===== src/rtl/hbd_pkg.sv =====
// Shared constants, command codes and the table entry type of the Huffman table bit decoder.
// No dependencies; hbd_entry_cmp and the top level refer to this package by scoped names.
package hbd_pkg;

    localparam int MAX_ENTRIES  = 256;
    localparam int MAX_CODE_LEN = 32;

    localparam int SYM_W   = 8;
    localparam int ELEN_W  = 6;
    localparam int CODE_W  = 32;
    localparam int BYTE_W  = 8;
    localparam int BCNT_W  = 4;
    localparam int CMD_W   = 2;

    localparam int ADDR_W  = (MAX_ENTRIES > 1) ? $clog2(MAX_ENTRIES) : 1;
    localparam int CNT_W   = $clog2(MAX_ENTRIES + 1);
    localparam int PLEN_W  = $clog2(MAX_CODE_LEN + 1);
    localparam int PC_W    = MAX_CODE_LEN;
    localparam int CMP_W   = (MAX_CODE_LEN > CODE_W) ? MAX_CODE_LEN : CODE_W;
    localparam int CLEN_W  = (PLEN_W > ELEN_W) ? PLEN_W : ELEN_W;

    localparam logic [CMD_W-1:0] CMD_START  = 2'd0;
    localparam logic [CMD_W-1:0] CMD_LOAD   = 2'd1;
    localparam logic [CMD_W-1:0] CMD_DECODE = 2'd2;

    localparam int IN_TDATA_W  = 64;
    localparam int OFS_SYMBOL  = 0;
    localparam int OFS_LENGTH  = OFS_SYMBOL + SYM_W;
    localparam int OFS_CODE    = OFS_LENGTH + ELEN_W;
    localparam int OFS_BYTE    = OFS_CODE + CODE_W;
    localparam int OFS_BCNT    = OFS_BYTE + BYTE_W;

    typedef struct packed {
        logic [SYM_W-1:0]  symbol;
        logic [ELEN_W-1:0] length;
        logic [CODE_W-1:0] code;
    } entry_t;

endpackage


===== src/rtl/hbd_entry_cmp.sv =====
// Shared compare unit: tests one table entry against the partial code and its length.
// Depends on hbd_pkg.
module hbd_entry_cmp (
    input  hbd_pkg::entry_t                entry,
    input  logic [hbd_pkg::PC_W-1:0]       partial,
    input  logic [hbd_pkg::PLEN_W-1:0]     plen,
    output logic                           hit
);

    logic [hbd_pkg::CMP_W-1:0]  mask;
    logic [hbd_pkg::CMP_W-1:0]  code_ext;
    logic [hbd_pkg::CMP_W-1:0]  part_ext;
    logic [hbd_pkg::CLEN_W-1:0] len_ext;
    logic [hbd_pkg::CLEN_W-1:0] plen_ext;

    always_comb
    begin
        len_ext  = hbd_pkg::CLEN_W'(entry.length);
        plen_ext = hbd_pkg::CLEN_W'(plen);
        code_ext = hbd_pkg::CMP_W'(entry.code);
        part_ext = hbd_pkg::CMP_W'(partial);
        for (int i = 0; i < hbd_pkg::CMP_W; i++)
        begin
            mask[i] = (hbd_pkg::CLEN_W'(i) < len_ext);
        end
        hit = (len_ext != '0)
            && (len_ext <= hbd_pkg::CLEN_W'(hbd_pkg::MAX_CODE_LEN))
            && (len_ext == plen_ext)
            && ((code_ext & mask) == part_ext);
    end

endmodule


===== config.mk =====
export PLATFORM = sky130hd
export DESIGN_NAME = hbd_entry_cmp
export DESIGN_NICKNAME = d
export VERILOG_FILES = /design/src/rtl/hbd_pkg.sv /design/src/rtl/hbd_entry_cmp.sv
export SDC_FILE = /design/constraint.sdc
export NUM_CORES = 1
export LEC_CHECK = 0
export CORE_MARGIN = 1
export CORE_UTILIZATION = 55
export DETAILED_ROUTE_END_ITERATION = 10
export DONT_BUFFER_PORTS = 1
export MAX_ROUTING_LAYER = met4
export PLACE_DENSITY = 0.73
export SYNTH_ARGS = -nofsm -noshare
export SYNTH_HDL_FRONTEND = slang
export SYNTH_SLANG_ARGS = --single-unit

===== constraint.sdc =====
create_clock -name vclk -period 4
set_clock_uncertainty 0.15 [all_clocks]
set_input_delay 0.4 -clock vclk [all_inputs]
set_output_delay 0.4 -clock vclk [all_outputs]
set_load 0.05 [all_outputs]

==> results of run 1 <==
==> cell usage in the layout, fill, tap and decap left out, types with 4 or more instances in the layout <==
cell type	netlist	routed
sky130_fd_sc_hd__a21oi_1	6	6
sky130_fd_sc_hd__and3_1	4	4
sky130_fd_sc_hd__inv_1	7	7
sky130_fd_sc_hd__nand2_1	9	9
sky130_fd_sc_hd__nand2b_1	7	7
sky130_fd_sc_hd__nand4_1	9	9
sky130_fd_sc_hd__nor2_1	6	6
sky130_fd_sc_hd__nor2b_1	7	7
sky130_fd_sc_hd__nor3_1	4	4
sky130_fd_sc_hd__o21ai_0	21	21
sky130_fd_sc_hd__xnor2_1	14	14
sky130_fd_sc_hd__xor2_1	6	6
==> critical path, delay by kind of cell <==
family	cells	cell delay, ns
buffers and inverters	1	0.23
AND/OR/NAND/NOR	6	1.67
==> how the worst max path moves through the flow <==
stage	slack [ns]	to
3_5_place_dp	1.17	hit
4_1_cts	1.15	hit
2_1_floorplan	0.85	hit
6_report	1.14	hit
5_1_grt	1.01	hit
3_3_place_gp	1.14	hit
==> stage by stage <==
stage          worst slack, ns  utilization  power, mW  hold WS, ns
2_1_floorplan           0.8505            -    0.08445       0.8996
3_3_place_gp             1.141       0.6056    0.08062        1.018
3_5_place_dp             1.167       0.6056    0.08236        1.017
4_1_cts                  1.155       0.6056    0.08281        1.018
5_1_grt                  1.005       0.6056    0.09266        1.051
6_report                 1.138       0.6056    0.08328        1.014
==> power by group through the flow <==
stage          logic [mW]  registers, mW  clock network, mW
4_1_cts            0.0828              0                  0
5_1_grt            0.0927              0                  0
3_5_place_dp       0.0824              0                  0
2_1_floorplan      0.0844              0                  0
3_3_place_gp       0.0806              0                  0
6_report           0.0833              0                  0
==> cells by family (layout without fill, tap and decap cells) <==
logic type	count (synthesis)	after routing	synth area share
and+or+nand+nor	65	65	0.3442
AOI/OAI and AO/OA	63	63	0.4052
xor gates and xnor gates	20	20	0.1580
buffers and inverters	19	8	0.07449
muxes	2	2	0.01806
==> synthesized netlist by cell type, types with 4 or more instances <==
cell | n | area [µm²]
sky130_fd_sc_hd__nand4_1 | 9 | 56.30
sky130_fd_sc_hd__a21oi_1 | 6 | 30.03
sky130_fd_sc_hd__nor2_1 | 6 | 22.52
sky130_fd_sc_hd__inv_1 | 7 | 26.28
sky130_fd_sc_hd__nor3_1 | 4 | 20.02
sky130_fd_sc_hd__nand2b_1 | 7 | 43.79
sky130_fd_sc_hd__xnor2_1 | 14 | 122.6
sky130_fd_sc_hd__buf_2 | 9 | 45.04
sky130_fd_sc_hd__and3_1 | 4 | 25.02
sky130_fd_sc_hd__nand2_1 | 9 | 33.78
sky130_fd_sc_hd__o21ai_0 | 21 | 105.1
sky130_fd_sc_hd__xor2_1 | 6 | 52.55
sky130_fd_sc_hd__nor2b_1 | 7 | 43.79
==> final cells by class <==
cell class,instances,area share
Multi-Input combinational cell,150,0.9404
Timing Repair Buffer,1,0.006881
Inverter,7,0.02408
Tap cell,25,0.02867
==> routing by layer <==
metal	routed length, µm	up-vias	share of wire	GRT usage
met5	0	-	0	-
met4	14	0	0.0043	0.06286
met3	406	2	0.13	0.03077
met2	1541	88	0.48	0.5194
met1	1262	570	0.39	0.3568
li1	-	620	-	-
==> impl_summary.txt, run 1 <==
----------------------------------------------------
[Layout]
  Total of clock buffers placed in the layout ... 0
  Area of the multi-input gates ... 1026 µm²
  Cell area after layout ... 1091 µm²
  Total number of sequential cells ... 0
  Synthesis-to-finish area growth ... -1.580%
  Post-route non-filler standard cell count ... 183
  Count of inserted antenna diode cells ... 0
  Number of nets in the layout ... 244
  Layout cells sized above 1 ... 0.03165
  Storage cell area ... 0 µm²
  Fill cell count ... 186

[Run]
  Number of maximum-capacitance violations ... 0

[Placement]
  DP Area ... 1091 µm²
  Number of buffers inserted by port buffering ... 0
  Cell count after placement ... 183
  DPL Wire Length ... 2540 µm
  Final RePlAce weighted congestion ... 0.8647

[Floorplanning]
  Placement row count ... 15
  Floorplan die area ... 2199 µm²
  Die boundary height ... 46.90 µm
  Number of ports placed on the die boundary ... 85
  Die W ... 46.90 µm
  Initial core utilization ... 0.6153
  Floorplan Core Area ... 1802 µm²

[Hold path]
  Capture endpoint of the worst hold path ... hit
  Beginning of the worst hold path ... partial[19]
  Worst Hold Depth ... 4
  Classification of the worst-slack hold path ... primary input to primary output

[Timing]
  Transition at the pin with the smallest max-transition slack ... 0.4922 ns
  Worst slew margin relative to its limit ... 0.6634
  Final worst path period need ... 2.862 ns
  Crit share post-route ... 0.7154
  RSZ-0062 raised after global routing ... false
  Final Hold Violating Endpoints ... 0
  Number of pins with negative max-slew slack in the final report ... 0
  Setup TNS ... 0 ns
  Endpoints failing setup ... 0
  Max Freq ... 349.4 MHz

[Critical path]
  Cell repeated most along the worst path ... sky130_fd_sc_hd__nand4_1
  Worst setup path start ... entry[35]
  Startpoint-to-endpoint class of the critical path ... primary input to primary output
  Critical-path maximum fanout ... 23
  Slowest library cell on the worst path ... sky130_fd_sc_hd__or4_1
  CP endpoint kind ... primary output
  Nature of the critical path startpoint ... primary input
  CP Cell Sequence ... or4_1, nand3b_1, nand4_1, nor4_1, nand4_1, nor4_2, buf_4
  Maximum cell stage delay along the critical path ... 0.71 ns
  Required arrival time at the worst endpoint ... 3.45 ns
  Data arrival time at the worst-slack endpoint ... 2.31 ns

[Global route]
  Overall fraction of global-route tracks in use ... 0.2939
  Overflow left after global routing ... 0
  Wire length of the first global-routing pass ... 4616 µm
  Number of antenna violations at the first check in global routing ... 0
  Vias in the first global route ... 1141
  Maximum number of pins on one net before global-route repair ... 26

[Power and ir drop]
  Total leakage power ... 0.3596 nW
  Clk pwr share ... 0
  Fraction of power spent switching nets ... 0.4507
  Power per cell area ... 76.33 nW/µm²
  Internal cell power ... 45.74 µW
  Reg power frac ... 0
  Share of power burned in combinational logic ... 1.000
  Peak supply drop ... 0.03173 mV
  Reported net switching power ... 37.53 µW

[Clocking]
  Number of buffers inserted by post-CTS setup repair ... 0
  Hold-fix buffer count after cts ... 0
  Number of instances resized during post-cts repair ... 0

[Yosys]
  Synthesized Nets ... 253
  Yosys warning total ... 0
  Sequential area share after synthesis ... 0
  Count of unique library cells instantiated by Yosys ... 51
  Post-synthesis cell count ... 169
  Average instance area after synthesis ... 6.560 µm²
  Synth Cell Area ... 1109 µm²

[Detailed routing]
  Violation count after the first detailed-route iteration ... 22
  Wire length after detailed routing ... 3224 µm
  Antenna viol nets, final ... 0
  First-pass iteration count of the detailed router ... 4
  # DRC ... 0
  Average wire per cell in the routed design ... 17.62 µm
  Routed via count divided by cell count ... 6.995
  Total number of vias ... 1280

[Outcome]
  Run status ... complete, no violations

----------------------------------------------------
Power figures use the tool's default switching activity.
==> inputs of run 2 (changes only) <==
PLACE_DENSITY = 0.76   (was 0.73)
clock period = 2.3 ns   (was 4 ns; I/O delays follow)
==> run 2 against run 1 <==
The run now ends with setup timing left. Via count increased by 2.1%. Core utilization increased by 5.2 points. Clock-buffer cell count unchanged. Wire length increased by 2.4%. Largest power group unchanged. Sequential share of layout area unchanged. Global-route usage increased by 0.65 points. Critical path depth unchanged. Combinational power increased by 86%.
==> impl_summary.txt, run 2 (synthesis results as in run 1) <==
----------------------------------------------------
[Power and ir drop]
  Power per cell area ... 130.6 nW/µm² (+71%)
  Peak supply drop ... 0.06753 mV (+110%)
  Total power after layout ... 154.8 µW (+86%)
  Total leakage power ... 0.4038 nW (+12%)

[Floorplanning]
  Floorplan Core Area ... 1802 µm² (unchanged)
  Initial core utilization ... 0.6153 (unchanged)
  Number of ports placed on the die boundary ... 85 (unchanged)
  Die boundary height ... 46.90 µm (unchanged)
  Die W ... 46.90 µm (unchanged)
  Floorplan die area ... 2199 µm² (unchanged)
  Placement row count ... 15 (unchanged)

[Layout]
  Count of inserted antenna diode cells ... 0 (unchanged)
  Number of nets in the layout ... 247 (+1.2%)
  Total of clock buffers placed in the layout ... 0 (unchanged)
  Cell area after layout ... 1185 µm² (+8.6%)
  Synthesis-to-finish area growth ... 6.885%
  Layout cells sized above 1 ... 0.1118 (+0.08016)
  Most frequent cells in the layout ... 20 x sky130_fd_sc_hd__o21ai_0, 14 x sky130_fd_sc_hd__xnor2_1, 9 x sky130_fd_sc_hd__nand2_1, 9 x sky130_fd_sc_hd__nand4_1
  Storage cell area ... 0 µm² (unchanged)
  Total number of sequential cells ... 0 (unchanged)
  Leading cell type in the layout, fill and taps excluded ... sky130_fd_sc_hd__o21ai_0

[Critical path]
  Required arrival time at the worst endpoint ... 1.92 ns (-1.53 ns)
  Data arrival time at the worst-slack endpoint ... 1.99 ns (-0.32 ns)
  Critical-path maximum fanout ... 24 (+4.3%)
  Nature of the critical path startpoint ... primary input
  Startpoint-to-endpoint class of the critical path ... primary input to primary output
  CP endpoint kind ... primary output

[Placement]
  DPL Wire Length ... 2597 µm (+2.2%)
  Number of buffers inserted by port buffering ... 0 (unchanged)
  Pre-CTS WS ... -0.1931 ns (-1.360 ns)
  DP Area ... 1156 µm² (+6.0%)
  Final RePlAce weighted congestion ... 0.9023 (+4.3%)

[Timing]
  Crit share post-route ... 1.030
  Endpoints failing setup ... 1 (+1)
  Transition at the pin with the smallest max-transition slack ... 0.3848 ns (-0.1074 ns)
  RSZ-0062 raised after global routing ... true
  Worst slew margin relative to its limit ... 0.7368 (+0.07346)
  Final worst path period need ... 2.369 ns
  Number of pins with negative max-slew slack in the final report ... 0 (unchanged)
  Max Freq ... 422.1 MHz
  Worst-case setup margin in the final layout ... -0.06916 ns (-1.207 ns)
  Final Hold Violating Endpoints ... 0 (unchanged)
  Post-Route Hold Slack ... 0.6877 ns (-0.3265 ns)
  Setup TNS ... -0.06916 ns (-0.06916 ns)

[Detailed routing]
  Routed via count divided by cell count ... 7.027 (+0.46%)
  Violation count after the first detailed-route iteration ... 33 (+50%)
  Total number of vias ... 1307 (+2.1%)
  Average wire per cell in the routed design ... 17.74 µm (+0.71%)
  First-pass iteration count of the detailed router ... 4 (unchanged)
  # DRC ... 0 (unchanged)
  Wire length after detailed routing ... 3300 µm (+2.4%)
  Antenna viol nets, final ... 0 (unchanged)

[Global route]
  Wire length of the first global-routing pass ... 4685 µm (+1.5%)
  Number of antenna violations at the first check in global routing ... 0 (unchanged)
  Vias in the first global route ... 1087 (-4.7%)
  Overflow left after global routing ... 0 (unchanged)
  Maximum number of pins on one net before global-route repair ... 26 (unchanged)
  Overall fraction of global-route tracks in use ... 0.3004 (+0.006478)

[Clocking]
  Hold-fix buffer count after cts ... 0 (unchanged)
  Number of buffers inserted by post-CTS setup repair ... 0 (unchanged)

[Run]
  Number of maximum-capacitance violations ... 0 (unchanged)

[Hold path]
  Worst Hold Depth ... 4 (unchanged)
  Classification of the worst-slack hold path ... primary input to primary output

[Outcome]
  Run status ... finished, violations left
  Violations in the final reports ... setup timing

----------------------------------------------------
[run 2: repair_timing]
item	4_1_cts	5_1_grt
endpoints found under the setup margin	1	1
resized for setup	3	4
pin swaps	4	6
endpoints found under the hold margin	0	0
[run 2: routing by layer]
metal	global-route usage	wire length, µm
met5	-	0
met4	0.05143	60
met3	0.03462	384
met2	0.4944	1547
met1	0.3977	1308
[run 2: path summary, 6_finish.rpt]
check,start,to
min,plen[5],hit
max,entry[34],hit
[run 2: area by class of cell]
type                       count  area (µm²)
timing repair buffer           4       42.54
multi-input combinational    150        1085
fill                         180       616.8
inverter                       7       26.28
tap                           25       31.28
[run 2: stage by stage]
step | utilization | cells
floorplan | - | 169
global placement | 0.6417 | 186
detailed placement | 0.6417 | 186
CTS | 0.6451 | 186
global route | 0.6576 | 186
finish | 0.6576 | 186
[run 2: where the power goes]
part           internal, mW  switching, mW
registers                 0              0
clock network             0              0
logic                0.0866         0.0682
total                0.0866         0.0682
[run 2: critical path, cell delays in order]
cell and delay, ns:
sky130_fd_sc_hd__o311a_1 0.34, sky130_fd_sc_hd__o21ai_2 0.13, sky130_fd_sc_hd__xor2_1 0.16, sky130_fd_sc_hd__nand2_1 0.07
sky130_fd_sc_hd__or4_4 0.54, sky130_fd_sc_hd__nor4_4 0.34, sky130_fd_sc_hd__buf_12 0.18
==> inputs of run 3 (changes only) <==
ABC_AREA = 1   (was unset)
ABC_CLOCK_PERIOD_IN_PS = 2300   (was unset)
==> run 3 against run 2 <==
Critical path depth grew 2. Critical path type unchanged. Cell area grew 1.3%. Via count grew 10%. Sequential cell count is the same. The flow now finishes without violations. Highest routed layer is now met3. Die area grew 6.1%. Clock-buffer cell count is the same. Synthesized cell count grew 44%. Worst hold slack gained 0.047 ns. Cell count grew 44%. Synthesized area grew 6.4%. Fmax grew 17%.
==> impl_summary.txt, run 3 <==
----------------------------------------------------
[Timing]
  Worst-case setup margin in the final layout ... 0.2799 ns (+0.3491 ns)
  Setup TNS ... 0 ns (+0.06916 ns)
  Worst slew margin relative to its limit ... 0.7921 (+0.05530)
  RSZ-0062 raised after global routing ... false
  Endpoints failing setup ... 0 (-1)
  Transition at the pin with the smallest max-transition slack ... 0.3111 ns (-0.07373 ns)
  Post-Route Hold Slack ... 0.7348 ns (+0.04710 ns)
  Final worst path period need ... 2.020 ns (-0.3491 ns)
  Final Hold Violating Endpoints ... 0 (unchanged)
  Crit share post-route ... 0.8783 (-0.1518)
  Number of pins with negative max-slew slack in the final report ... 0 (unchanged)
  Max Freq ... 495.0 MHz (+17%)

[Layout]
  Leading cell type in the layout, fill and taps excluded ... sky130_fd_sc_hd__nand2_1
  Layout cells sized above 1 ... 0.05809 (-0.05371)
  Most frequent cells in the layout ... 97 x sky130_fd_sc_hd__nand2_1, 33 x sky130_fd_sc_hd__nand3_1, 31 x sky130_fd_sc_hd__nor2_1
  Number of nets in the layout ... 327 (+32%)
  Synthesis-to-finish area growth ... 1.697%
  Count of inserted antenna diode cells ... 0 (unchanged)
  Storage cell area ... 0 µm² (unchanged)
  Total number of sequential cells ... 0 (unchanged)
  Total of clock buffers placed in the layout ... 0 (unchanged)

[Critical path]
  WP buf/inv ... 1 (unchanged)
  Depth of the critical timing path with buffers and inverters included ... 9 (+2)
  CP endpoint kind ... primary output
  Startpoint-to-endpoint class of the critical path ... primary input to primary output
  CP Capture Point ... hit
  Worst setup path start ... entry[37]
  Critical-path maximum fanout ... 15 (-38%)
  Maximum cell stage delay along the critical path ... 0.26 ns (-0.28 ns)
  CP Cell Sequence ... nor2_4, nand2_1, nand3_1, xor2_1, nand3_1, nor2_1, nand3_1, nor2_1, buf_4
  Data arrival time at the worst-slack endpoint ... 1.64 ns (-0.35 ns)
  Required arrival time at the worst endpoint ... 1.92 ns (about the same)
  Nature of the critical path startpoint ... primary input
  Cell repeated most along the worst path ... sky130_fd_sc_hd__nand3_1
  Slowest library cell on the worst path ... sky130_fd_sc_hd__nor2_4
  Family of cells with the greatest summed delay on the critical path ... simple AND/OR/NAND/NOR gates

[Floorplanning]
  Initial core utilization ... 0.5953 (-0.01995)
  Die W ... 48.32 µm (+3.0%)
  Number of ports placed on the die boundary ... 85 (unchanged)
  Die boundary height ... 48.32 µm (+3.0%)
  Placement row count ... 16 (+1)
  Floorplan Core Area ... 1982 µm² (+10%)
  Floorplan die area ... 2334 µm² (+6.1%)

[Clocking]
  Number of buffers inserted by post-CTS setup repair ... 0 (unchanged)
  Hold-fix buffer count after cts ... 0 (unchanged)
  Number of instances resized during post-cts repair ... 0 (-3)

[Power and ir drop]
  Peak supply drop ... 0.08815 mV (+31%)
  Power per cell area ... 142.5 nW/µm² (+9.1%)
  Total power after layout ... 171.0 µW (+10%)
  Total leakage power ... 0.6364 nW (+58%)

[Hold path]
  Classification of the worst-slack hold path ... primary input to primary output

[Detailed routing]
  # DRC ... 0 (unchanged)
  First-pass iteration count of the detailed router ... 4 (unchanged)
  Violation count after the first detailed-route iteration ... 31 (-6.1%)
  Wire length after detailed routing ... 2936 µm (-11%)
  Total number of vias ... 1444 (+10%)
  Average wire per cell in the routed design ... 10.96 µm (-38%)
  Routed via count divided by cell count ... 5.388 (-23%)
  Antenna viol nets, final ... 0 (unchanged)

[Run]
  Number of maximum-capacitance violations ... 0 (unchanged)

[Outcome]
  Run status ... complete, no violations

[Yosys]
  Most common cell in the netlist ... sky130_fd_sc_hd__nand2_1
  Synth Cell Area ... 1180 µm² (+6.4%)
  Leading post-synthesis cells by instance count ... 97 x sky130_fd_sc_hd__nand2_1, 33 x sky130_fd_sc_hd__nand3_1, 31 x sky130_fd_sc_hd__nor2_1, 25 x sky130_fd_sc_hd__inv_1, 14 x sky130_fd_sc_hd__nand3b_1
  Synth area leaders ... sky130_fd_sc_hd__nand2_1 31%, sky130_fd_sc_hd__nand3_1 14%, sky130_fd_sc_hd__nor2_1 9.9%, sky130_fd_sc_hd__nand3b_1 8.9%, sky130_fd_sc_hd__inv_1 8.0%
  Sequential area share after synthesis ... 0 (unchanged)
  Post-synthesis cell count ... 243 (+44%)
  Cell accounting for the most synthesized area ... sky130_fd_sc_hd__nand2_1
  Synthesized Nets ... 327 (+29%)
  Average instance area after synthesis ... 4.855 µm² (-26%)
  Count of unique library cells instantiated by Yosys ... 25 (-51%)
  Fraction of synthesized cell area taken by the top area cell type ... 0.3086 (+0.1980)
  Yosys warning total ... 0 (unchanged)

[Placement]
  Number of buffers inserted by port buffering ... 0 (unchanged)
  DPL Wire Length ... 2537 µm (-2.3%)
  Final RePlAce weighted congestion ... 0.8378 (-7.1%)
  Pre-CTS WS ... 0.2836 ns (+0.4767 ns)

[Global route]
  Vias in the first global route ... 1324 (+22%)
  Maximum number of pins on one net before global-route repair ... 16 (-38%)
  Overflow left after global routing ... 0 (unchanged)
  Wire length of the first global-routing pass ... 5326 µm (+14%)
  Number of antenna violations at the first check in global routing ... 0 (unchanged)
  Overall fraction of global-route tracks in use ... 0.2778 (-0.02263)

----------------------------------------------------
[run 3: cell count changes after synthesis, sizes merged, moves of 5 or more]
cell    delta
nand2     +90
nand2b     -7
nor3       -5
nand3b    +12
buf        -6
nand3     +30
nor2b      -7
nor2      +30
o21ai     -17
xnor2      -8
inv       +21
[run 3: worst min-delay path: cells and delay by family]
family / cells / cell delay, ns
buffers and inverters: 1 / 0.18
xor gates and xnor gates: 1 / 0.04
and+or+nand+nor: 4 / 0.20
[run 3: worst min-delay path by stage]
| stage | cells past startpoint | start | end |
|---|---|---|---|
| after CTS | 6 | partial[24] | hit |
| final | 6 | partial[24] | hit |
| after detailed placement | 6 | partial[24] | hit |
| after global placement | 6 | partial[24] | hit |
| after floorplan | 5 | partial[24] | hit |
| after global routing | 6 | partial[24] | hit |
[run 3: stage by stage]
step,utilization,instance area [µm²],std cells
after floorplan,-,1180,243
after global placement,0.6054,1200,268
after detailed placement,0.6054,1200,268
after CTS,0.6054,1200,268
after global routing,0.6054,1200,268
final,0.6054,1200,268
[run 3: report_power, final]
part | internal (mW) | total [mW] | switching [mW]
logic | 0.0740 | 0.171 | 0.0970
clock network | 0 | 0 | 0
registers | 0 | 0 | 0
total | 0.0740 | 0.171 | 0.0970
[run 3: final cells by class]
cell class	instances	area, µm²
repair buffers	2	15.01
inverters	28	107.6
multi-input cells	211	1044
fillers	233	782.0
well taps	27	33.78
[run 3: routing by layer]
layer	vias to the layer above	wire [µm]	GRT usage
met4	0	0	0.009804
met3	0	214	0.02516
met1	615	1304	0.3371
met5	-	0	-
met2	51	1416	0.5211
li1	778	-	-
[run 3: cell families after synthesis]
group           share of synthesized area
compound gates                    0.09014
buf+inv                            0.1156
simple gates                       0.7349
xor+xnor                          0.05939
